--- src/hdl/rrf_pkg.sv ---
package rrf_pkg;

    localparam int ARCH_REGS = 32;
    localparam int PHYS_REGS = 64;

    typedef enum logic [1:0] {
        ACT_RENAME = 2'd0,
        ACT_COMMIT = 2'd1,
        ACT_FLUSH  = 2'd2,
        ACT_CREDIT = 2'd3
    } t_action;

    localparam logic [2:0] STALL_NONE   = 3'd0;
    localparam logic [2:0] STALL_CREDIT = 3'd1;
    localparam logic [2:0] STALL_LOAD   = 3'd2;
    localparam logic [2:0] STALL_STORE  = 3'd3;
    localparam logic [2:0] STALL_FREE   = 3'd4;

    localparam logic [1:0] CK_DISPATCH = 2'd0;
    localparam logic [1:0] CK_ROB      = 2'd1;
    localparam logic [1:0] CK_LOAD     = 2'd2;
    localparam logic [1:0] CK_STORE    = 2'd3;

    localparam logic [1:0] UK_LOAD  = 2'd1;
    localparam logic [1:0] UK_STORE = 2'd2;

    localparam logic [7:0] CREDIT_MAX = 8'd255;

    typedef struct packed {
        logic [1:0] action;
        logic [4:0] src1_arch;
        logic [4:0] src2_arch;
        logic [4:0] dest_arch;
        logic       dest_valid;
        logic [1:0] unit_kind;
        logic [5:0] commit_new_phys;
        logic [5:0] commit_old_phys;
        logic [1:0] credit_kind;
        logic [6:0] credit_amount;
    } t_in;

    typedef struct packed {
        logic       accepted;
        logic [5:0] src1_phys;
        logic [5:0] src2_phys;
        logic [5:0] dest_phys;
        logic [5:0] old_phys;
        logic       to_memory_unit;
        logic [2:0] stall_cause;
    } t_out;

    typedef enum logic [3:0] {
        S_INIT,
        S_IDLE,
        S_RN_CHK,
        S_RN_SRC2,
        S_RN_DEST,
        S_RN_FIN,
        S_COMMIT,
        S_CREDIT,
        S_FL_RD,
        S_FL_WR,
        S_FL_FIN
    } t_state;

    typedef struct packed {
        logic latch;
        logic init_wr;
        logic rn_chk;
        logic rn_src2;
        logic rn_dest;
        logic rn_fin;
        logic commit;
        logic credit;
        logic fl_wr;
        logic fl_fin;
    } t_cmd;

    typedef struct packed {
        t_action in_action;
        logic    stall;
        logic    init_last;
        logic    fl_last;
    } t_status;

endpackage

--- src/hdl/rrf_ram.sv ---
module rrf_ram #(
    parameter int WIDTH = 6,
    parameter int DEPTH = 32
) (
    input  logic                     i_clk,
    input  logic                     i_we,
    input  logic [$clog2(DEPTH)-1:0] i_waddr,
    input  logic [WIDTH-1:0]         i_wdata,
    input  logic [$clog2(DEPTH)-1:0] i_raddr,
    output logic [WIDTH-1:0]         o_rdata
);

    logic [WIDTH-1:0] r_mem [DEPTH];
    logic [WIDTH-1:0] r_rdata;

    always_ff @(posedge i_clk) begin
        if (i_we) begin
            r_mem[i_waddr] <= i_wdata;
        end
        r_rdata <= r_mem[i_raddr];
    end

    assign o_rdata = r_rdata;

endmodule

--- src/hdl/rrf_ctrl.sv ---
module rrf_ctrl (
    input  logic            i_clk,
    input  logic            i_rst_n,
    input  logic            i_start,
    output logic            o_busy,
    input  rrf_pkg::t_status i_st,
    output rrf_pkg::t_cmd    o_cmd
);
    import rrf_pkg::*;

    t_state r_state;
    t_state n_state;

    always_ff @(posedge i_clk) begin
        if (!i_rst_n) begin
            r_state <= S_INIT;
        end else begin
            r_state <= n_state;
        end
    end

    always_comb begin
        n_state = r_state;
        case (r_state)
            S_INIT:    if (i_st.init_last) n_state = S_IDLE;
            S_IDLE: begin
                if (i_start) begin
                    case (i_st.in_action)
                        ACT_RENAME: n_state = S_RN_CHK;
                        ACT_COMMIT: n_state = S_COMMIT;
                        ACT_FLUSH:  n_state = S_FL_RD;
                        ACT_CREDIT: n_state = S_CREDIT;
                        default:    n_state = S_IDLE;
                    endcase
                end
            end
            S_RN_CHK:  n_state = i_st.stall ? S_IDLE : S_RN_SRC2;
            S_RN_SRC2: n_state = S_RN_DEST;
            S_RN_DEST: n_state = S_RN_FIN;
            S_RN_FIN:  n_state = S_IDLE;
            S_COMMIT:  n_state = S_IDLE;
            S_CREDIT:  n_state = S_IDLE;
            S_FL_RD:   n_state = S_FL_WR;
            S_FL_WR:   n_state = i_st.fl_last ? S_FL_FIN : S_FL_RD;
            S_FL_FIN:  n_state = S_IDLE;
            default:   n_state = S_IDLE;
        endcase
    end

    always_comb begin
        o_cmd  = '0;
        o_busy = 1'b1;
        case (r_state)
            S_INIT:    o_cmd.init_wr = 1'b1;
            S_IDLE: begin
                o_busy      = 1'b0;
                o_cmd.latch = i_start;
            end
            S_RN_CHK:  o_cmd.rn_chk  = 1'b1;
            S_RN_SRC2: o_cmd.rn_src2 = 1'b1;
            S_RN_DEST: o_cmd.rn_dest = 1'b1;
            S_RN_FIN:  o_cmd.rn_fin  = 1'b1;
            S_COMMIT:  o_cmd.commit  = 1'b1;
            S_CREDIT:  o_cmd.credit  = 1'b1;
            S_FL_RD:   o_cmd        = '0;
            S_FL_WR:   o_cmd.fl_wr   = 1'b1;
            S_FL_FIN:  o_cmd.fl_fin  = 1'b1;
            default:   o_cmd        = '0;
        endcase
    end

endmodule

--- src/hdl/rrf_dp.sv ---
module rrf_dp (
    input  logic             i_clk,
    input  logic             i_rst_n,
    input  rrf_pkg::t_cmd    i_cmd,
    output rrf_pkg::t_status o_st,
    input  rrf_pkg::t_in     i_item,
    input  logic             i_cfg_we,
    input  logic             i_cfg_wdata,
    output rrf_pkg::t_out    o_result,
    output logic             o_strobe
);
    import rrf_pkg::*;

    localparam int AW   = $clog2(ARCH_REGS);
    localparam int PW   = $clog2(PHYS_REGS);
    localparam int MAXD = (ARCH_REGS > PHYS_REGS) ? ARCH_REGS : PHYS_REGS;
    localparam int CW   = $clog2(MAXD);

    // A ring pointer counts modulo twice the ring depth: a lap bit above the entry index.
    typedef struct packed {
        logic          wrap;
        logic [PW-1:0] idx;
    } t_ptr;

    function automatic t_ptr ptr_inc(t_ptr p);
        t_ptr q;
        q = p;
        if (p.idx == PW'(PHYS_REGS - 1)) begin
            q.idx  = '0;
            q.wrap = ~p.wrap;
        end else begin
            q.idx = p.idx + 1'b1;
        end
        return q;
    endfunction

    // True when the distance from one pointer to the other is below the ring depth.
    function automatic logic dist_lt(t_ptr from_p, t_ptr to_p);
        return (from_p.wrap == to_p.wrap) ? (to_p.idx >= from_p.idx) : (to_p.idx < from_p.idx);
    endfunction

    function automatic logic arch_ok(logic [4:0] a);
        return int'(a) < ARCH_REGS;
    endfunction

    logic          r_perfect;
    logic [7:0]    r_cred [4];
    t_ptr          r_sh;
    t_ptr          r_ch;
    t_ptr          r_tail;
    logic [CW-1:0] r_cnt;
    logic          r_strobe;
    t_in           r_item;
    t_out          r_res;
    logic [5:0]    r_s1;
    logic [5:0]    r_s2;

    logic [2:0]    cause;
    logic          stall;
    logic          is_load;
    logic          is_store;
    t_ptr          n_ch;
    logic          ret;
    logic          emit;
    t_out          n_res;
    logic [8:0]    cred_sum;
    logic [7:0]    cred_sat;

    logic          sp_we;
    logic [AW-1:0] sp_waddr;
    logic [5:0]    sp_wdata;
    logic [AW-1:0] sp_raddr;
    logic [5:0]    sp_rdata;
    logic          cm_we;
    logic [AW-1:0] cm_waddr;
    logic [5:0]    cm_wdata;
    logic [5:0]    cm_rdata;
    logic          rg_we;
    logic [PW-1:0] rg_waddr;
    logic [5:0]    rg_wdata;
    logic [5:0]    rg_rdata;

    assign is_load  = (r_item.unit_kind == UK_LOAD);
    assign is_store = (r_item.unit_kind == UK_STORE);

    always_comb begin
        cause = STALL_NONE;
        if (r_cred[CK_DISPATCH] == '0 || r_cred[CK_ROB] == '0) begin
            cause = STALL_CREDIT;
        end else if (!r_perfect && is_load && r_cred[CK_LOAD] == '0) begin
            cause = STALL_LOAD;
        end else if (!r_perfect && is_store && r_cred[CK_STORE] == '0) begin
            cause = STALL_STORE;
        end else if (r_item.dest_valid && r_sh == r_tail) begin
            cause = STALL_FREE;
        end
    end

    assign stall = (cause != STALL_NONE);

    // The committed head moves first; the room check for the returned register uses it.
    assign n_ch = (r_item.commit_new_phys != '0 && r_ch != r_sh) ? ptr_inc(r_ch) : r_ch;
    assign ret  = (r_item.commit_old_phys != '0) && dist_lt(n_ch, r_tail);

    assign cred_sum = {1'b0, r_cred[r_item.credit_kind]} + {2'b0, r_item.credit_amount};
    assign cred_sat = (cred_sum > {1'b0, CREDIT_MAX}) ? CREDIT_MAX : cred_sum[7:0];

    assign emit = i_cmd.commit | i_cmd.credit | i_cmd.fl_fin | i_cmd.rn_fin
                | (i_cmd.rn_chk & stall);

    always_comb begin
        n_res = '0;
        if (i_cmd.rn_chk) begin
            n_res.stall_cause = cause;
        end
        if (i_cmd.rn_fin) begin
            n_res.accepted       = 1'b1;
            n_res.src1_phys      = r_s1;
            n_res.src2_phys      = r_s2;
            n_res.dest_phys      = r_item.dest_valid ? rg_rdata : '0;
            n_res.old_phys       = (r_item.dest_valid && arch_ok(r_item.dest_arch))
                                   ? sp_rdata : '0;
            n_res.to_memory_unit = !r_perfect && (is_load || is_store);
        end
    end

    always_comb begin
        sp_we    = 1'b0;
        sp_waddr = AW'(r_cnt);
        sp_wdata = '0;
        if (i_cmd.init_wr) begin
            sp_we = int'(r_cnt) < ARCH_REGS;
        end else if (i_cmd.fl_wr) begin
            sp_we    = 1'b1;
            sp_wdata = cm_rdata;
        end else if (i_cmd.rn_fin) begin
            sp_we    = r_item.dest_valid && arch_ok(r_item.dest_arch);
            sp_waddr = AW'(r_item.dest_arch);
            sp_wdata = rg_rdata;
        end
    end

    always_comb begin
        sp_raddr = AW'(r_item.src1_arch);
        if (i_cmd.rn_src2) begin
            sp_raddr = AW'(r_item.src2_arch);
        end else if (i_cmd.rn_dest) begin
            sp_raddr = AW'(r_item.dest_arch);
        end
    end

    always_comb begin
        cm_we    = 1'b0;
        cm_waddr = AW'(r_cnt);
        cm_wdata = '0;
        if (i_cmd.init_wr) begin
            cm_we = int'(r_cnt) < ARCH_REGS;
        end else if (i_cmd.commit) begin
            cm_we    = r_item.commit_new_phys != '0 && arch_ok(r_item.dest_arch);
            cm_waddr = AW'(r_item.dest_arch);
            cm_wdata = r_item.commit_new_phys;
        end
    end

    always_comb begin
        rg_we    = 1'b0;
        rg_waddr = PW'(r_cnt);
        rg_wdata = '0;
        if (i_cmd.init_wr) begin
            rg_we    = int'(r_cnt) < PHYS_REGS;
            rg_wdata = (int'(r_cnt) < PHYS_REGS - 1) ? 6'(r_cnt + 1'b1) : 6'd0;
        end else if (i_cmd.commit) begin
            rg_we    = ret;
            rg_waddr = r_tail.idx;
            rg_wdata = r_item.commit_old_phys;
        end
    end

    rrf_ram #(.WIDTH(6), .DEPTH(ARCH_REGS)) u_spec_map (
        .i_clk   (i_clk),
        .i_we    (sp_we),
        .i_waddr (sp_waddr),
        .i_wdata (sp_wdata),
        .i_raddr (sp_raddr),
        .o_rdata (sp_rdata)
    );

    rrf_ram #(.WIDTH(6), .DEPTH(ARCH_REGS)) u_cmt_map (
        .i_clk   (i_clk),
        .i_we    (cm_we),
        .i_waddr (cm_waddr),
        .i_wdata (cm_wdata),
        .i_raddr (AW'(r_cnt)),
        .o_rdata (cm_rdata)
    );

    rrf_ram #(.WIDTH(6), .DEPTH(PHYS_REGS)) u_free_ring (
        .i_clk   (i_clk),
        .i_we    (rg_we),
        .i_waddr (rg_waddr),
        .i_wdata (rg_wdata),
        .i_raddr (r_sh.idx),
        .o_rdata (rg_rdata)
    );

    always_ff @(posedge i_clk) begin
        if (!i_rst_n) begin
            r_perfect  <= 1'b0;
            r_cred     <= '{default: '0};
            r_sh       <= '0;
            r_ch       <= '0;
            r_tail     <= '{wrap: 1'b0, idx: PW'(PHYS_REGS - 1)};
            r_cnt      <= '0;
            r_strobe   <= 1'b0;
        end else begin
            r_strobe <= emit;
            if (i_cfg_we) begin
                r_perfect <= i_cfg_wdata;
            end
            if (i_cmd.latch) begin
                r_cnt <= '0;
            end else if (i_cmd.init_wr || i_cmd.fl_wr) begin
                r_cnt <= r_cnt + 1'b1;
            end
            if (i_cmd.rn_fin) begin
                if (r_item.dest_valid) begin
                    r_sh <= ptr_inc(r_sh);
                end
                r_cred[CK_DISPATCH] <= r_cred[CK_DISPATCH] - 1'b1;
                r_cred[CK_ROB]      <= r_cred[CK_ROB] - 1'b1;
                if (!r_perfect && is_load) begin
                    r_cred[CK_LOAD] <= r_cred[CK_LOAD] - 1'b1;
                end else if (!r_perfect && is_store) begin
                    r_cred[CK_STORE] <= r_cred[CK_STORE] - 1'b1;
                end
            end
            if (i_cmd.commit) begin
                r_ch <= n_ch;
                if (ret) begin
                    r_tail <= ptr_inc(r_tail);
                end
            end
            if (i_cmd.credit) begin
                r_cred[r_item.credit_kind] <= cred_sat;
            end
            if (i_cmd.fl_fin) begin
                r_sh   <= r_ch;
                r_cred <= '{default: '0};
            end
        end
    end

    always_ff @(posedge i_clk) begin
        if (i_cmd.latch) begin
            r_item <= i_item;
        end
        if (i_cmd.rn_src2) begin
            r_s1 <= arch_ok(r_item.src1_arch) ? sp_rdata : '0;
        end
        if (i_cmd.rn_dest) begin
            r_s2 <= arch_ok(r_item.src2_arch) ? sp_rdata : '0;
        end
        if (emit) begin
            r_res <= n_res;
        end
    end

    assign o_result = r_res;
    assign o_strobe = r_strobe;

    assign o_st.in_action = t_action'(i_item.action);
    assign o_st.stall     = stall;
    assign o_st.init_last = (r_cnt == CW'(MAXD - 1));
    assign o_st.fl_last   = (r_cnt == CW'(ARCH_REGS - 1));

`ifndef ASSERT_OFF
    a_strobe_gap: assert property (@(posedge i_clk) disable iff (!i_rst_n)
        r_strobe |=> !r_strobe)
        else $error("result strobe held for two cycles");

    a_accept_clean: assert property (@(posedge i_clk) disable iff (!i_rst_n)
        (r_strobe && r_res.accepted) |-> (r_res.stall_cause == STALL_NONE))
        else $error("accepted rename carries a stall cause");

    a_credit_floor: assert property (@(posedge i_clk) disable iff (!i_rst_n)
        i_cmd.rn_fin |-> (r_cred[CK_DISPATCH] != '0 && r_cred[CK_ROB] != '0))
        else $error("rename completed without dispatch or reorder credit");

    a_alloc_room: assert property (@(posedge i_clk) disable iff (!i_rst_n)
        (i_cmd.rn_fin && r_item.dest_valid) |-> (r_sh != r_tail))
        else $error("register taken from an empty free ring");
`endif

endmodule

--- src/hdl/register_rename_free_list.sv ---
// Channel   Ports                         Transfer
// input     start, busy, i_item           edge with start high and busy low
// result    o_strobe, o_result            one cycle per item, o_strobe high
// config    i_cfg_we, i_cfg_wdata         edge with i_cfg_we high
//
// A rename is busy in S_RN_CHK, S_RN_SRC2, S_RN_DEST and S_RN_FIN (S_RN_CHK alone if
// it stalls): its three mapping reads share the single read port of the speculative map
// memory. Commit and credit use S_COMMIT or S_CREDIT alone. A flush copies the committed
// map entry by entry (S_FL_RD, S_FL_WR), then S_FL_FIN. After reset a clearing pass loads
// the maps and ring. Each item gives one result as busy falls; the receiver cannot stall it.
module register_rename_free_list (
    input  logic          i_clk,
    input  logic          i_rst_n,
    input  logic          start,
    output logic          busy,
    input  rrf_pkg::t_in  i_item,
    output rrf_pkg::t_out o_result,
    output logic          o_strobe,
    input  logic          i_cfg_we,
    input  logic          i_cfg_wdata
);
    import rrf_pkg::*;

    t_cmd    cmd;
    t_status st;

    rrf_ctrl u_ctrl (
        .i_clk   (i_clk),
        .i_rst_n (i_rst_n),
        .i_start (start),
        .o_busy  (busy),
        .i_st    (st),
        .o_cmd   (cmd)
    );

    rrf_dp u_dp (
        .i_clk       (i_clk),
        .i_rst_n     (i_rst_n),
        .i_cmd       (cmd),
        .o_st        (st),
        .i_item      (i_item),
        .i_cfg_we    (i_cfg_we),
        .i_cfg_wdata (i_cfg_wdata),
        .o_result    (o_result),
        .o_strobe    (o_strobe)
    );

endmodule

--- config.mk ---
export PLATFORM = sky130hd
export DESIGN_NAME = register_rename_free_list
export DESIGN_NICKNAME = d
export VERILOG_FILES = /design/src/hdl/rrf_pkg.sv /design/src/hdl/rrf_ram.sv /design/src/hdl/rrf_ctrl.sv /design/src/hdl/rrf_dp.sv /design/src/hdl/register_rename_free_list.sv
export SDC_FILE = /design/constraint.sdc
export NUM_CORES = 1
export LEC_CHECK = 0
export BUFFER_PORTS_ARGS = -buffer_cell sky130_fd_sc_hd__buf_2
export CORE_MARGIN = 4
export CORE_UTILIZATION = 47
export DETAILED_ROUTE_END_ITERATION = 8
export HOLD_SLACK_MARGIN = 0.02
export MAX_ROUTING_LAYER = met4
export PLACE_DENSITY_LB_ADDON = 0.12
export SYNTH_ARGS = -nofsm -noshare
export SYNTH_HDL_FRONTEND = slang
export SYNTH_SLANG_ARGS = --single-unit
--- constraint.sdc ---
create_clock -name i_clk -period 13 [get_ports i_clk]
set_clock_uncertainty 0.15 [all_clocks]
set_input_delay 1.3 -clock i_clk [delete_from_list [all_inputs] [get_ports i_clk]]
set_output_delay 1.3 -clock i_clk [all_outputs]
set_load 0.005 [all_outputs]
Word level (Yosys, flattened, before mapping)
Memory sizes are Yosys's and may differ from the RTL's. A register that Yosys moved wholly into a read port is not among the register bits.
Index checks and enable logic that the tools add are counted.
- memory bits (writable): 768
- register bits after elaboration: 145
- logic and storage cells: 196
- output and inout port bits: 31
- input port bits: 46
- memories: 3
- memory list (name ; words ; width ; rd ports ; clocked after memory_dff ; write ports ; RTL line ; source):
    u_dp.u_free_ring.r_mem ; 64 ; 6 ; 1 ; 1 ; 1 ; rrf_ram.sv:13 ; logic [WIDTH-1:0] r_mem [DEPTH];
    u_dp.u_cmt_map.r_mem ; 32 ; 6 ; 1 ; 1 ; 1 ; rrf_ram.sv:13 ;
    u_dp.u_spec_map.r_mem ; 32 ; 6 ; 1 ; 1 ; 1 ; rrf_ram.sv:13 ;
- bitwise gates (word level): 10
- muxes and demuxes: 77
- equal/unequal tests: 25
- add/subtract/negate cells: 9
- reduce and logical (&&, ||, !) cells: 33
- magnitude comparators: 7
- operators with widths (kind ; count):
    2-to-1 mux 32 bit ; 3
    2-to-1 mux 6 bit ; 15
    2-to-1 mux 8 bit ; 7
    2-to-1 mux 5 bit ; 7
    bitwise mux 32 bit ; 1
    zero test 8 bit ; 4
    subtractor 8 x 1 -> 8 bit, second input constant ; 4
    2-to-1 mux 7 bit ; 4
    one-hot mux 4 bit (7 select lines) ; 1
    2-to-1 mux 1 bit ; 27
    2-to-1 mux 26 bit ; 1
    adder 6 x 1 -> 6 bit, second input constant ; 4
    == test 6 bit, second input constant ; 4
    binary-select mux 8 bit (select 2 bit) ; 1
    demux 8 bit (select 2 bit) ; 1
    == test 4 x 3 -> 1 bit, second input constant ; 4
    one-hot mux 4 bit (4 select lines) ; 1
    == test 4 bit, second input constant ; 3
    less-than comparator 6 bit, second input constant ; 2
    2-to-1 mux 3 bit ; 4
    nonzero test 6 bit ; 2
    adder 8 x 7 -> 9 bit ; 1
    > comparator 9 x 8 -> 1 bit, second input constant ; 1
    logical AND 1 bit ; 9
    28 further kinds ; 50

Logic depth before layout (Yosys ltp)
Gate-level depths: netlist (run 1).
- depth after elaboration: 10
- gate-level depth with buffers: 16
- mapped depth without buffers: 13

By module
Synthesis (run 1) repeated with hierarchy kept, for this count alone.
- cells, all modules: 2153
- area, all modules: 38344.3 µm²
- modules (own cells, without submodules) (module ; instances ; cells an instance ; area an instance (µm²) ; sequential area each (µm²)):
    rrf_ram at u_dp.u_free_ring ; 1 ; 720 ; 15225.9 ; 11651.2
    rrf_ram at u_dp.u_spec_map ; 1 ; 323 ; 7589.8 ; 5885.6
    rrf_ram at u_dp.u_cmt_map ; 1 ; 324 ; 7588.5 ; 5885.6
    rrf_dp ; 1 ; 736 ; 7536.0 ; 3623.5
    rrf_ctrl ; 1 ; 50 ; 404.1 ; 80.1

Least setup slack after synthesis (run 1)
Ideal clock, no wire load.
- kind: reg-to-reg
- from: register u_ctrl.r_state[1]
- to: memory u_dp.u_free_ring.r_mem[0][3], data pin
- buffers on the path: 3
- clock period less this slack: 5.041 ns
- library setup time: 0.702 ns
- data required time: 12.148 ns
- slack: 7.959 ns
- stages on the path, launching flop included: 7
- data arrival time: 4.189 ns
- cells stage by stage: dfxtp_1 -> buf_2 -> buf_1 -> nor4_1 -> clkbuf_1 -> nand2_1 -> o21ai_0
- cells in the longest elaborated chain, start to end: 4
- elaborated cells between the ends (all ways): 6
- classes of those cells: 1 x eq/ne; 4 x mux; 1 x reduce/logical
- RTL lines (element ; RTL line ; source):
    start: declaration ; rrf_ctrl.sv:11 ; t_state r_state;
    start signal: assignment ; rrf_ctrl.sv:18 ; r_state <= n_state;
    == test 4 x 3 -> 1 bit ; rrf_ctrl.sv:53 ; case (r_state)
    2-to-1 mux 1 bit ; rrf_ctrl.sv:53 ;
    2-to-1 mux 6 bit ; rrf_dp.sv:172 ; end else if (i_cmd.commit) begin
    2-to-1 mux 6 bit (*) ; rrf_dp.sv:169 ; if (i_cmd.init_wr) begin
    named net u_dp.rg_wdata[3] ; rrf_dp.sv:80 ; logic [5:0] rg_wdata;
    end: declaration ; rrf_ram.sv:13 ;
The timed path passes the listed nets; every way through them passes the cells marked *.

Worst setup path in the final report (run 1)
- from: register u_dp.r_sh[2] (netlist bit)
- to: memory u_dp.u_free_ring.r_mem[5][1], enable pin
- cells in the longest elaborated chain, start to end: 10
- elaborated cells between the ends (all ways): 12
- classes of those cells: 2 x order compare; 2 x eq/ne; 6 x mux; 2 x reduce/logical
- RTL lines (element ; RTL line ; source):
    start: declaration ; rrf_dp.sv:48 ; t_ptr r_sh;
    start signal: assignment ; rrf_dp.sv:227 ; r_sh <= ptr_inc(r_sh);
    start signal: assignment ; rrf_dp.sv:247 ; r_sh <= r_ch;
    inequality test 7 bit (*) ; rrf_dp.sv:102 ; assign n_ch = (r_item.commit_new_phys != '0 && r_ch != r_sh) ? ptr_inc(r_ch) : r_ch;
    logical AND 1 bit (*) ; rrf_dp.sv:102 ;
    2-to-1 mux 7 bit (*) ; rrf_dp.sv:102 ;
    less-than comparator 6 bit (tied with other cells) ; rrf_dp.sv:39 ; return (from_p.wrap == to_p.wrap) ? (to_p.idx >= from_p.idx) : (to_p.idx < from_p.idx);
    2-to-1 mux 1 bit (*) ; rrf_dp.sv:39 ;
    logical AND 1 bit (*) ; rrf_dp.sv:103 ; assign ret = (r_item.commit_old_phys != '0) && dist_lt(n_ch, r_tail);
    2-to-1 mux 1 bit (*) ; rrf_dp.sv:172 ;
    2-to-1 mux 1 bit (*) ; rrf_dp.sv:169 ;
    2-to-1 mux 1 bit (*) ; rrf_ram.sv:17 ; if (i_we) begin
    2-to-1 mux 1 bit (implied by the code) (*) ; rrf_ram.sv:18 ; r_mem[i_waddr] <= i_wdata;
Mark *: on every way between the ends. The rest lies on a longest branch, timed or not.

==> flow_summary.json, run 1 <==
{
  "grtUsageTotal_pct": 22.1,
  "post_cts_buffers": 0,
  "grt_pass1_wl_mm": 138,
  "clk_pin_slew_ps": 60,
  "worstMarginPinSlew_ps": 1290,
  "synth_cells": 2338,
  "wl_per_cell_um": 26.0,
  "vias": 21000,
  "hold_path_end": "u_dp.r_s2[4]$_DFFE_PP_",
  "postSynthAreaPerCell_um2": 16.4,
  "place_ws_ps": 7820,
  "fp.dieH_um": 293,
  "final.setup.tns_ps": 0,
  "nFillCells": 6413,
  "drv_cap": 0,
  "hp-class": "flop to flop",
  "start_kind": "flop",
  "final_common_cell": "edfxtp_1",
  "grt_setup_unrepaired": "false",
  "min_period_ps": 5170,
  "critical_path_class": "flop to flop",
  "rows": 104,
  "arrival_ps": 5320,
  "cp_max_fo": 30,
  "period_share_pct": 39.8,
  "hold_viol_final": 0,
  "leakagePower_nw": 14.6,
  "ant_nets": 0,
  "syn-num-nets": 2409,
  "cts_tree": "yes",
  "worstRegToRegCells": 14,
  "h-tree-depth": 3,
  "cts_hold_buf": 0,
  "fmax_mhz": 193,
  "hold_depth": 0,
  "r2r_slack_ps": 7830,
  "synth_flop_cell": "edfxtp_1",
  "clock_sinks": 931,
  "ys_ff_latch": 931,
  "yosys.area.top_type": "edfxtp_1",
  "synth_area_leaders": "edfxtp_1, mux4_2, dfxtp_1",
  "yosysSeqAreaShare_pct": 70.9,
  "status": "finished clean",
  "grt_overflow_total": 0,
  "synth_cell_types": 67,
  "powerDensity_nw_per_um2": 146,
  "die-area_um2": 86100,
  "r2r-end": "u_dp.u_free_ring.r_mem[5][1]$_DFFE_PP_",
  "io_pins": 77,
  "end_kind": "flop",
  "cts_made_buffers": 96,
  "grt_pass1_vias": 20700,
  "grt_max_degree": 67,
  "drc": 0,
  "start_util_pct": 47.4,
  "maxSlewHeadroom_pct": 13.8,
  "vias_per_cell": 5.91,
  "setup_viol": 0,
  "fin_ws_ps": 7830,
  "r2r_start": "u_dp.r_sh[2]$_SDFFE_PN0P_",
  "synth_top_area_share_pct": 66.5,
  "final_cell_mix": "edfxtp_1, nor2_1, nand2_1",
  "drt_wl_total_mm": 92.6,
  "cts_root_buf": "clkbuf_16",
  "core_um2": 80700,
  "required_ps": 13140,
  "place_hpwl_mm": 57.8,
  "syn_area_um2": 38300,
  "die_width_um": 293,
  "port_buffers": 76,
  "drtIter0Drc": 1913,
  "clk_latency_ps": 660,
  "fin_util_pct": 53.5,
  "dr.pass1.iters": 5,
  "synth_edf_count": 848,
  "drive_gt1_share_pct": 19.8,
  "hold_path_startpoint": "u_dp.u_spec_map.o_rdata[4]$_DFF_P_",
  "antenna_found_initial": 1,
  "ir_drop_mv": 0.126,
  "cts_resized": 0,
  "async_flop_share_pct": 0,
  "synth_warnings": 0,
  "drv_slew": 0,
  "place_congestion": 0.827,
  "clockBufferDepth": 3,
  "nNetsFinal": 2484,
  "area_growth_syn_to_layout_pct": 12.7
}
## worst max-delay path, stage by stage (launching register included)
cell and delay (ps):
dfxtp_2 950, xnor2_1 140, nand4_1 160, o21a_1 300
o21ai_0 150, a22oi_1 290, ha_1 300, a21o_1 180
a21o_1 160, a21o_1 170, or3b_2 430, mux2i_1 150
buf_4 310, o211ai_1 380, nor2_1 550
## Yosys cell counts, drive strengths merged, types with 2 or more instances
cell type / instances
nand2: 202
a2111oi: 3
mux4: 190
nor4: 13
o21a: 6
a22oi: 7
clkbuf: 84
nand3: 56
o21bai: 5
and2: 22
nor4b: 5
xor2: 27
ha: 24
nor3: 22
a21o: 8
a21oi: 79
a31oi: 4
o21ai: 40
a41oi: 3
a32oi: 18
and3: 23
nand3b: 19
or3: 9
a211oi: 34
mux2: 15
a221oi: 10
a311oi: 5
inv: 28
nand2b: 7
nand4: 10
buf: 51
or2: 3
mux2i: 59
o211ai: 11
nor2b: 2
nor3b: 7
nand4b: 3
a22o: 6
or4b: 2
edfxtp: 848
xnor2: 33
dfxtp: 83
o31ai: 7
nor2: 232
## sequential cells by signal, summed over array words and instances (netlist names)
name and flops:
u_ctrl.r_state 4, u_dp.o_result 29, u_dp.o_strobe 1, u_dp.r_ch 7, u_dp.r_cnt 6, u_dp.r_cred 32, u_dp.r_item 39, u_dp.r_perfect 1
u_dp.r_s1 6, u_dp.r_s2 6, u_dp.r_sh 7, u_dp.r_tail 7, u_dp.u_cmt_map.o_rdata 6, u_dp.u_cmt_map.r_mem 192, u_dp.u_free_ring.o_rdata 6, u_dp.u_free_ring.r_mem 384
u_dp.u_spec_map.o_rdata 6, u_dp.u_spec_map.r_mem 192
## metal layers
metal	GRT usage [%]	share of wire, %	vias up
met5	-	0	-
met4	5.62	2.6	0
met3	3.64	6.1	147
met2	34.3	48	742
met1	31.0	44	10800
li1	-	-	9312
## cell type report
class / count / area [um^2] / share of cell area [%]
inverters: 29 / 109 / 0.252
repair buffers: 112 / 651 / 1.51
multi-input cells: 1243 / 10600 / 24.6
diodes: 1 / 2.50 / 0.00580
flip-flops and latches: 931 / 27100 / 62.9
well taps: 1060 / 1330 / 3.07
clock inverters: 51 / 699 / 1.62
clock buffers: 130 / 2630 / 6.09
## logic make-up (layout without fill, tap and decap cells)
group,count (synthesis),in the layout,share of synthesized area (%)
buf+inv,164,322,1.75
mux,264,264,13.2
other cells,0,1,0
flops,931,931,70.9
simple gates,643,643,7.68
fa+ha+maj,25,25,0.837
xor+xnor,60,60,1.37
compound gates,251,251,4.34
## metrics by stage
stage / area [um^2] / instances / hold WS, ps / power (mW)
2_1_floorplan: 38300 / 2338 / 268 / 3.44
3_3_place_gp: 39800 / 3375 / 306 / 3.52
3_5_place_dp: 39800 / 3375 / 309 / 3.52
4_1_cts: 43100 / 3556 / 324 / 6.37
5_1_grt: 43200 / 3557 / 357 / 6.52
6_report: 43200 / 3557 / 335 / 6.32
## how the worst max path moves through the flow
stage	start	slack (ps)	endpoint	depth (start not counted)
after floorplan	u_ctrl.r_state[1]$_SDFFE_PN0P_	7960	u_dp.u_free_ring.r_mem[0][3]$_DFFE_PP_	6
after global placement	u_dp.r_sh[0]$_SDFFE_PN0P_	7930	u_dp.u_free_ring.r_mem[56][0]$_DFFE_PP_	14
after detailed placement	u_dp.r_sh[0]$_SDFFE_PN0P_	7820	u_dp.u_free_ring.r_mem[0][4]$_DFFE_PP_	14
after CTS	u_dp.r_sh[0]$_SDFFE_PN0P_	7810	u_dp.u_free_ring.r_mem[5][1]$_DFFE_PP_	14
after global routing	u_dp.r_sh[0]$_SDFFE_PN0P_	7440	u_dp.u_free_ring.r_mem[3][4]$_DFFE_PP_	14
final	u_dp.r_sh[2]$_SDFFE_PN0P_	7830	u_dp.u_free_ring.r_mem[5][1]$_DFFE_PP_	14
## power breakdown
| group | internal, mW | leakage (nW) | switching, mW | total, mW |
|---|---|---|---|---|
| combinational | 0.0484 | 3.89 | 0.114 | 0.162 |
| sequential | 3.28 | 9.10 | 0.0126 | 3.29 |
| clock | 1.71 | 1.63 | 1.16 | 2.87 |
| total | 5.04 | 14.6 | 1.28 | 6.32 |
No activity file was read; power rests on OpenSTA's default activity.
==> inputs of run 2 (changes only) <==
==> constraint.sdc (replaced) <==
create_clock -name i_clk -period 4.45 [get_ports i_clk]
set_clock_uncertainty 0.15 [all_clocks]
set_input_delay 0.445 -clock i_clk [delete_from_list [all_inputs] [get_ports i_clk]]
set_output_delay 0.445 -clock i_clk [all_outputs]
set_load 0.005 [all_outputs]
==> run 2 against run 1 <==
Against the previous run: count of clock-buffer cells in the layout is 12 lower; largest power group unchanged; critical endpoint is now u_dp.u_free_ring.r_mem[44][5]$_DFFE_PP_; die area stayed put; first-iteration DRC count is 11% higher; critical path type unchanged; design area is 3.0% higher.
==> flow_summary.json, run 2 (synthesized netlist as in run 1, its figures left out) <==
{
  "status": "finished clean",
  "nNetsFinal": 2588,
  "die-area_um2": 86100,
  "drt_wl_total_mm": 94.0,
  "wl_per_cell_um": 25.7,
  "clock_sinks": 931,
  "top_regs": "u_dp.u_free_ring.r_mem (384), u_dp.u_cmt_map.r_mem (192), u_dp.u_spec_map.r_mem (192)",
  "largest_register": "u_dp.u_free_ring.r_mem",
  "fp.dieH_um": 293,
  "cts_root_buf": "clkbuf_16",
  "p_int_mw": 14.7,
  "io_pins": 77,
  "antennaDiodeCount": 0,
  "drc": 0,
  "place_hpwl_mm": 59.7,
  "p_comb_share_pct": 2.8,
  "nFillCells": 6281,
  "cts_tree": "yes",
  "clk_latency_ps": 650,
  "grt_pass1_wl_mm": 140,
  "maxSlewHeadroom_pct": 15.7,
  "clk_pin_slew_ps": 60,
  "rows": 104,
  "grtUsageTotal_pct": 22.6,
  "dr.pass1.iters": 6,
  "drive_gt1_share_pct": 24.1,
  "drv_slew": 0,
  "drtIter0Drc": 2117,
  "period_share_pct": 96.0,
  "grt_setup_unrepaired": "false",
  "fmax_mhz": 234,
  "critical_path.max_stage_delay_ps": 460,
  "p_sw_mw": 3.75,
  "cp_max_fo": 18,
  "stdcell_count": 3658,
  "clkPwrFrac_pct": 44.9,
  "p_sw_share_pct": 20.4,
  "vias": 21400,
  "h-tree-depth": 3,
  "end_kind": "flop",
  "final.setup.tns_ps": 0,
  "grt_max_degree": 65,
  "crit_slowest_cell": "or3b_2",
  "hp-class": "flop to flop",
  "ir_drop_mv": 0.332,
  "powerDensity_nw_per_um2": 414,
  "place_congestion": 0.849,
  "grt_overflow_total": 0,
  "placed_cells": 3399,
  "final_common_cell": "edfxtp_1",
  "ant_nets": 0,
  "seqPwrFrac_pct": 52.3,
  "required_ps": 4650,
  "crit_chain": "nor4_1 > nand2_1 > o21a_1 > o21ai_0 > a22oi_1 > ha_1 > a21o_1 > a21o_1 > a21o_1 > or3b_2 > mux2i_4 > buf_12 > o211ai_1 > buf_4 > nor2_2 > buf_4",
  "core_um2": 80700,
  "leakagePower_nw": 15.1,
  "fin_ws_ps": 177,
  "placed_area_um2": 40100,
  "clockBufferDepth": 3,
  "vias_per_cell": 5.86,
  "finalPower_mw": 18.4,
  "critical_path_class": "flop to flop",
  "area_growth_syn_to_layout_pct": 16.1,
  "setup_viol": 0,
  "start_kind": "flop",
  "final_cell_mix": "edfxtp_1, nand2_1, mux4_2",
  "hold_ws_ps": 317,
  "drv_cap": 0,
  "worstMarginPinSlew_ps": 1260,
  "port_buffers": 76,
  "cts_made_buffers": 97,
  "finalInstanceArea_um2": 44400,
  "place_ws_ps": -170,
  "min_period_ps": 4270,
  "start_util_pct": 47.4,
  "die_width_um": 293,
  "fin_util_pct": 55.1,
  "hold_viol_final": 0,
  "antenna_found_initial": 0,
  "grt_pass1_vias": 21600,
  "largest_register_ffs": 384,
  "arrival_ps": 4470,
  "path_common_cell": "a21o_1"
}
-- run 2: layout make-up --
| cell class | instances | area (um^2) | share of cell area, % |
|---|---|---|---|
| inverters | 29 | 109 | 0.245 |
| well taps | 1060 | 1330 | 2.98 |
| multi-input cells | 1243 | 10900 | 24.4 |
| clock inverters | 62 | 658 | 1.48 |
| repair buffers | 215 | 1700 | 3.82 |
| clock buffers | 118 | 2650 | 5.97 |
| flip-flops and latches | 931 | 27100 | 61.1 |
-- run 2: timing repair --
action,4_1_cts,5_1_grt
setup endpoints to repair,384,378
pin swaps,12,26
setup buffers,13,21
cloned,0,0
hold buffers,45,0
gates resized for setup,36,49
hold endpoints to repair,50,0
-- run 2: per-layer routing --
layer  global-route usage (%)  routed length [um]
met1                     30.8               40000
met2                     35.0               44900
met3                     4.26                6350
met4                     6.95                2810
met5                        -                   0
-- run 2: path summary, 6_finish.rpt --
check / from / end / slack (ps) / depth (start not counted)
worst min register to register: u_dp.u_spec_map.o_rdata[1]$_DFF_P_ / u_dp.r_s2[1]$_DFFE_PP_ / 320 / 0
worst max register to register: u_dp.r_item[17]$_DFFE_PP_ / u_dp.u_free_ring.r_mem[44][5]$_DFFE_PP_ / 180 / 16
worst max-delay path: u_dp.r_item[17]$_DFFE_PP_ / u_dp.u_free_ring.r_mem[44][5]$_DFFE_PP_ / 180 / 16
worst min-delay path: u_dp.u_spec_map.o_rdata[1]$_DFF_P_ / u_dp.r_s2[1]$_DFFE_PP_ / 320 / 0
-- run 2: power by group through the flow --
stage / Clock, mW / Combinational (mW) / Sequential (mW)
after floorplan: 0 / 0.265 / 9.78
after global placement: 0 / 0.468 / 9.82
after detailed placement: 0 / 0.467 / 9.82
after CTS: 8.42 / 0.506 / 9.63
after global routing: 8.82 / 0.544 / 9.63
final: 8.27 / 0.510 / 9.63
-- run 2: worst max-delay path, delay by kind of cell, from the launching register on --
family | cells | cell delay [ps]
flip-flops | 1 | 390
AO/OA/AOI/OAI | 7 | 1170
multiplexers | 1 | 190
AND/OR/NAND/NOR | 4 | 1070
buffers and inverters | 3 | 620
adder cells (fa/ha/maj) | 1 | 340
==> inputs of run 3 (changes only) <==
--- a/config.mk
+++ b/config.mk
@@ -7,10 +7,9 @@
 export LEC_CHECK = 0
 export BUFFER_PORTS_ARGS = -buffer_cell sky130_fd_sc_hd__buf_2
 export CORE_MARGIN = 4
-export CORE_UTILIZATION = 47
+export CORE_UTILIZATION = 45
 export DETAILED_ROUTE_END_ITERATION = 8
 export HOLD_SLACK_MARGIN = 0.02
-export MAX_ROUTING_LAYER = met4
 export PLACE_DENSITY_LB_ADDON = 0.12
 export SYNTH_ARGS = -nofsm -noshare
 export SYNTH_HDL_FRONTEND = slang
==> run 3 against run 2 <==
Against the previous run: critical endpoint is now u_dp.u_free_ring.r_mem[45][2]$_DFFE_PP_; routed wire length is 1.0% lower; global-route usage is 2.1 points lower; critical path type unchanged; die area is 4.3% higher; first-iteration DRC count is 9.9% lower; worst hold slack worse by 4.5 ps; utilization is 2.5 points lower; combinational power is 4.3% lower; maximum frequency is 0.71% higher; flip-flop and latch count stayed put; non-clock buffer count is 14 lower; final cell count is 1.6% higher.
==> flow_summary.json, run 3 (synthesized netlist as in run 1, its figures left out) <==
{
  "die_width_um": 300,
  "port_buffers": 76,
  "antennaDiodeCount": 0,
  "core_um2": 84000,
  "clockBufferDepth": 3,
  "io_pins": 77,
  "final_common_cell": "edfxtp_1",
  "h-tree-depth": 3,
  "fin_ws_ps": 207,
  "crit_slowest_cell": "or3b_2",
  "hold_viol_final": 0,
  "drv_slew": 0,
  "min_period_ps": 4240,
  "nNetsFinal": 2573,
  "rows": 106,
  "period_share_pct": 95.3,
  "start_util_pct": 45.6,
  "cts_root_buf": "clkbuf_16",
  "status": "finished clean",
  "worstMarginPinSlew_ps": 1240,
  "clk_latency_ps": 660,
  "hold_path_end": "u_dp.r_s2[0]$_DFFE_PP_",
  "end_kind": "flop",
  "fmax_mhz": 236,
  "hold_depth": 0,
  "final_cell_mix": "edfxtp_1, nand2_1, mux4_2",
  "die-area_um2": 89800,
  "cts_made_buffers": 96,
  "hp-class": "flop to flop",
  "place_ws_ps": -134,
  "ir_drop_mv": 0.274,
  "grt_pass1_wl_mm": 138,
  "hold_path_startpoint": "u_dp.u_spec_map.o_rdata[0]$_DFF_P_",
  "fin_util_pct": 52.5,
  "grt_overflow_total": 0,
  "r2r-end": "u_dp.u_free_ring.r_mem[45][2]$_DFFE_PP_",
  "maxSlewHeadroom_pct": 17.2,
  "ant_nets": 0,
  "drt_wl_total_mm": 93.0,
  "drtIter0Drc": 1907,
  "grtUsageTotal_pct": 20.5,
  "critical_path.max_stage_delay_ps": 460,
  "clock_sinks": 931,
  "critical_path_class": "flop to flop",
  "wl_per_cell_um": 25.0,
  "multiInputGateArea_um2": 10800,
  "arrival_ps": 4380,
  "largest_register_ffs": 384,
  "largest_register": "u_dp.u_free_ring.r_mem",
  "top_regs": "u_dp.u_free_ring.r_mem (384), u_dp.u_cmt_map.r_mem (192), u_dp.u_spec_map.r_mem (192)",
  "finalPower_mw": 18.1,
  "cp_max_fo": 8,
  "fp.dieH_um": 300,
  "grt_setup_unrepaired": "false",
  "cts_tree": "yes",
  "dr.pass1.iters": 6,
  "drv_cap": 0,
  "r2r_slack_ps": 210,
  "place_hpwl_mm": 58.5,
  "required_ps": 4590,
  "setup_viol": 0,
  "leakagePower_nw": 15.0,
  "nFillCells": 6748,
  "start_kind": "flop",
  "powerDensity_nw_per_um2": 410,
  "path_common_cell": "a21o_1",
  "grt_max_degree": 65,
  "vias_per_cell": 5.74,
  "crit_chain": "nor4_2 > nand2_1 > o21a_2 > o21ai_0 > a22oi_1 > ha_1 > a21o_1 > a21o_1 > a21o_1 > or3b_2 > mux2i_4 > buf_6 > o211ai_1 > buf_4 > nor2_1",
  "antenna_found_initial": 0,
  "area_growth_syn_to_layout_pct": 15.2,
  "grt_pass1_vias": 21100,
  "r2r_start": "u_dp.r_item[18]$_DFFE_PP_",
  "vias": 21300,
  "drive_gt1_share_pct": 23.1,
  "drc": 0,
  "clk_pin_slew_ps": 60,
  "worstRegToRegCells": 15,
  "regArea_um2": 27100,
  "place_congestion": 0.824
}
==> run 3: cell count changes in the layout (fill, tap and decap cells not counted), moves of 2 or more <==
cell	delta
buf_12	-9
clkinvlp_4	-9
buf_4	-8
clkinv_1	+7
clkinv_4	-6
clkbuf_1	+5
clkbuf_16	-5
nor2_1	+5
clkinv_2	+4
nor2_4	-4
buf_2	+2
bufinv_16	-2
clkbuf_8	+2
==> run 3: how the worst max path moves through the flow <==
| stage | slack [ps] | cells past startpoint | startpoint | to |
|---|---|---|---|---|
| 2_1_floorplan | -590 | 6 | u_ctrl.r_state[1]$_SDFFE_PN0P_ | u_dp.u_free_ring.r_mem[0][3]$_DFFE_PP_ |
| 3_5_place_dp | -130 | 14 | u_dp.r_item[18]$_DFFE_PP_ | u_dp.u_free_ring.r_mem[61][1]$_DFFE_PP_ |
| 4_1_cts | -160 | 14 | u_dp.r_item[18]$_DFFE_PP_ | u_dp.u_free_ring.r_mem[55][5]$_DFFE_PP_ |
| 5_1_grt | 2 | 17 | u_dp.r_ch[1]$_SDFFE_PN0P_ | u_dp.u_free_ring.r_mem[16][3]$_DFFE_PP_ |
| 6_report | 210 | 15 | u_dp.r_item[18]$_DFFE_PP_ | u_dp.u_free_ring.r_mem[45][2]$_DFFE_PP_ |
| 3_3_place_gp | -140 | 14 | u_dp.r_item[18]$_DFFE_PP_ | u_dp.u_free_ring.r_mem[52][3]$_DFFE_PP_ |
==> run 3: power by group <==
group          internal [mW]  switching [mW]  total [mW]
Clock                   4.63            3.31        7.94
Combinational          0.170           0.319       0.488
Sequential              9.57          0.0658        9.64
==> run 3: critical path: cells and delay by family, from the launching register on <==
family / cells / cell delay (ps)
and+or+nand+nor: 4 / 1280
AOI/OAI and AO/OA: 7 / 1100
DFF: 1 / 400
buffers and inverters: 2 / 390
adders and majority gates: 1 / 330
muxes: 1 / 210
==> run 3: repair_timing <==
item                                    CTS  global route
hold buffers                             45             0
cloned                                    0             2
gates resized for setup                  15            63
endpoints found under the hold margin    50             0
buffers inserted                          7             3
endpoints found under the setup margin  266           384
pin swaps                                 6             4
==> run 3: metrics by stage <==
stage,area (um^2),instances,TNS [ps],hold slack [ps]
2_1_floorplan,38300,2338,-112680,268
3_3_place_gp,40200,3481,-18020,289
3_5_place_dp,40200,3481,-23770,297
4_1_cts,43900,3711,-15650,309
5_1_grt,44100,3716,0,333
6_report,44100,3716,0,313
==> run 3: area by class of cell <==
| class | count | share of cell area [%] |
|---|---|---|
| Multi-Input combinational cell | 1243 | 24.5 |
| Clock inverter | 58 | 1.27 |
| Inverter | 29 | 0.247 |
| Sequential cell | 931 | 61.5 |
| Tap cell | 1134 | 3.22 |
| Clock buffer | 120 | 5.84 |
| Timing Repair Buffer | 201 | 3.36 |
==> run 3: metal layers <==
| metal | GRT usage [%] | vias to the layer above | share of wire (%) |
|---|---|---|---|
| met4 | 5.07 | 0 | 2.4 |
| met1 | 29.9 | 11000 | 44 |
| met2 | 32.8 | 744 | 47 |
| met3 | 2.99 | 150 | 6.1 |
| met5 | 0 | - | 0 |
| li1 | - | 9486 | - |
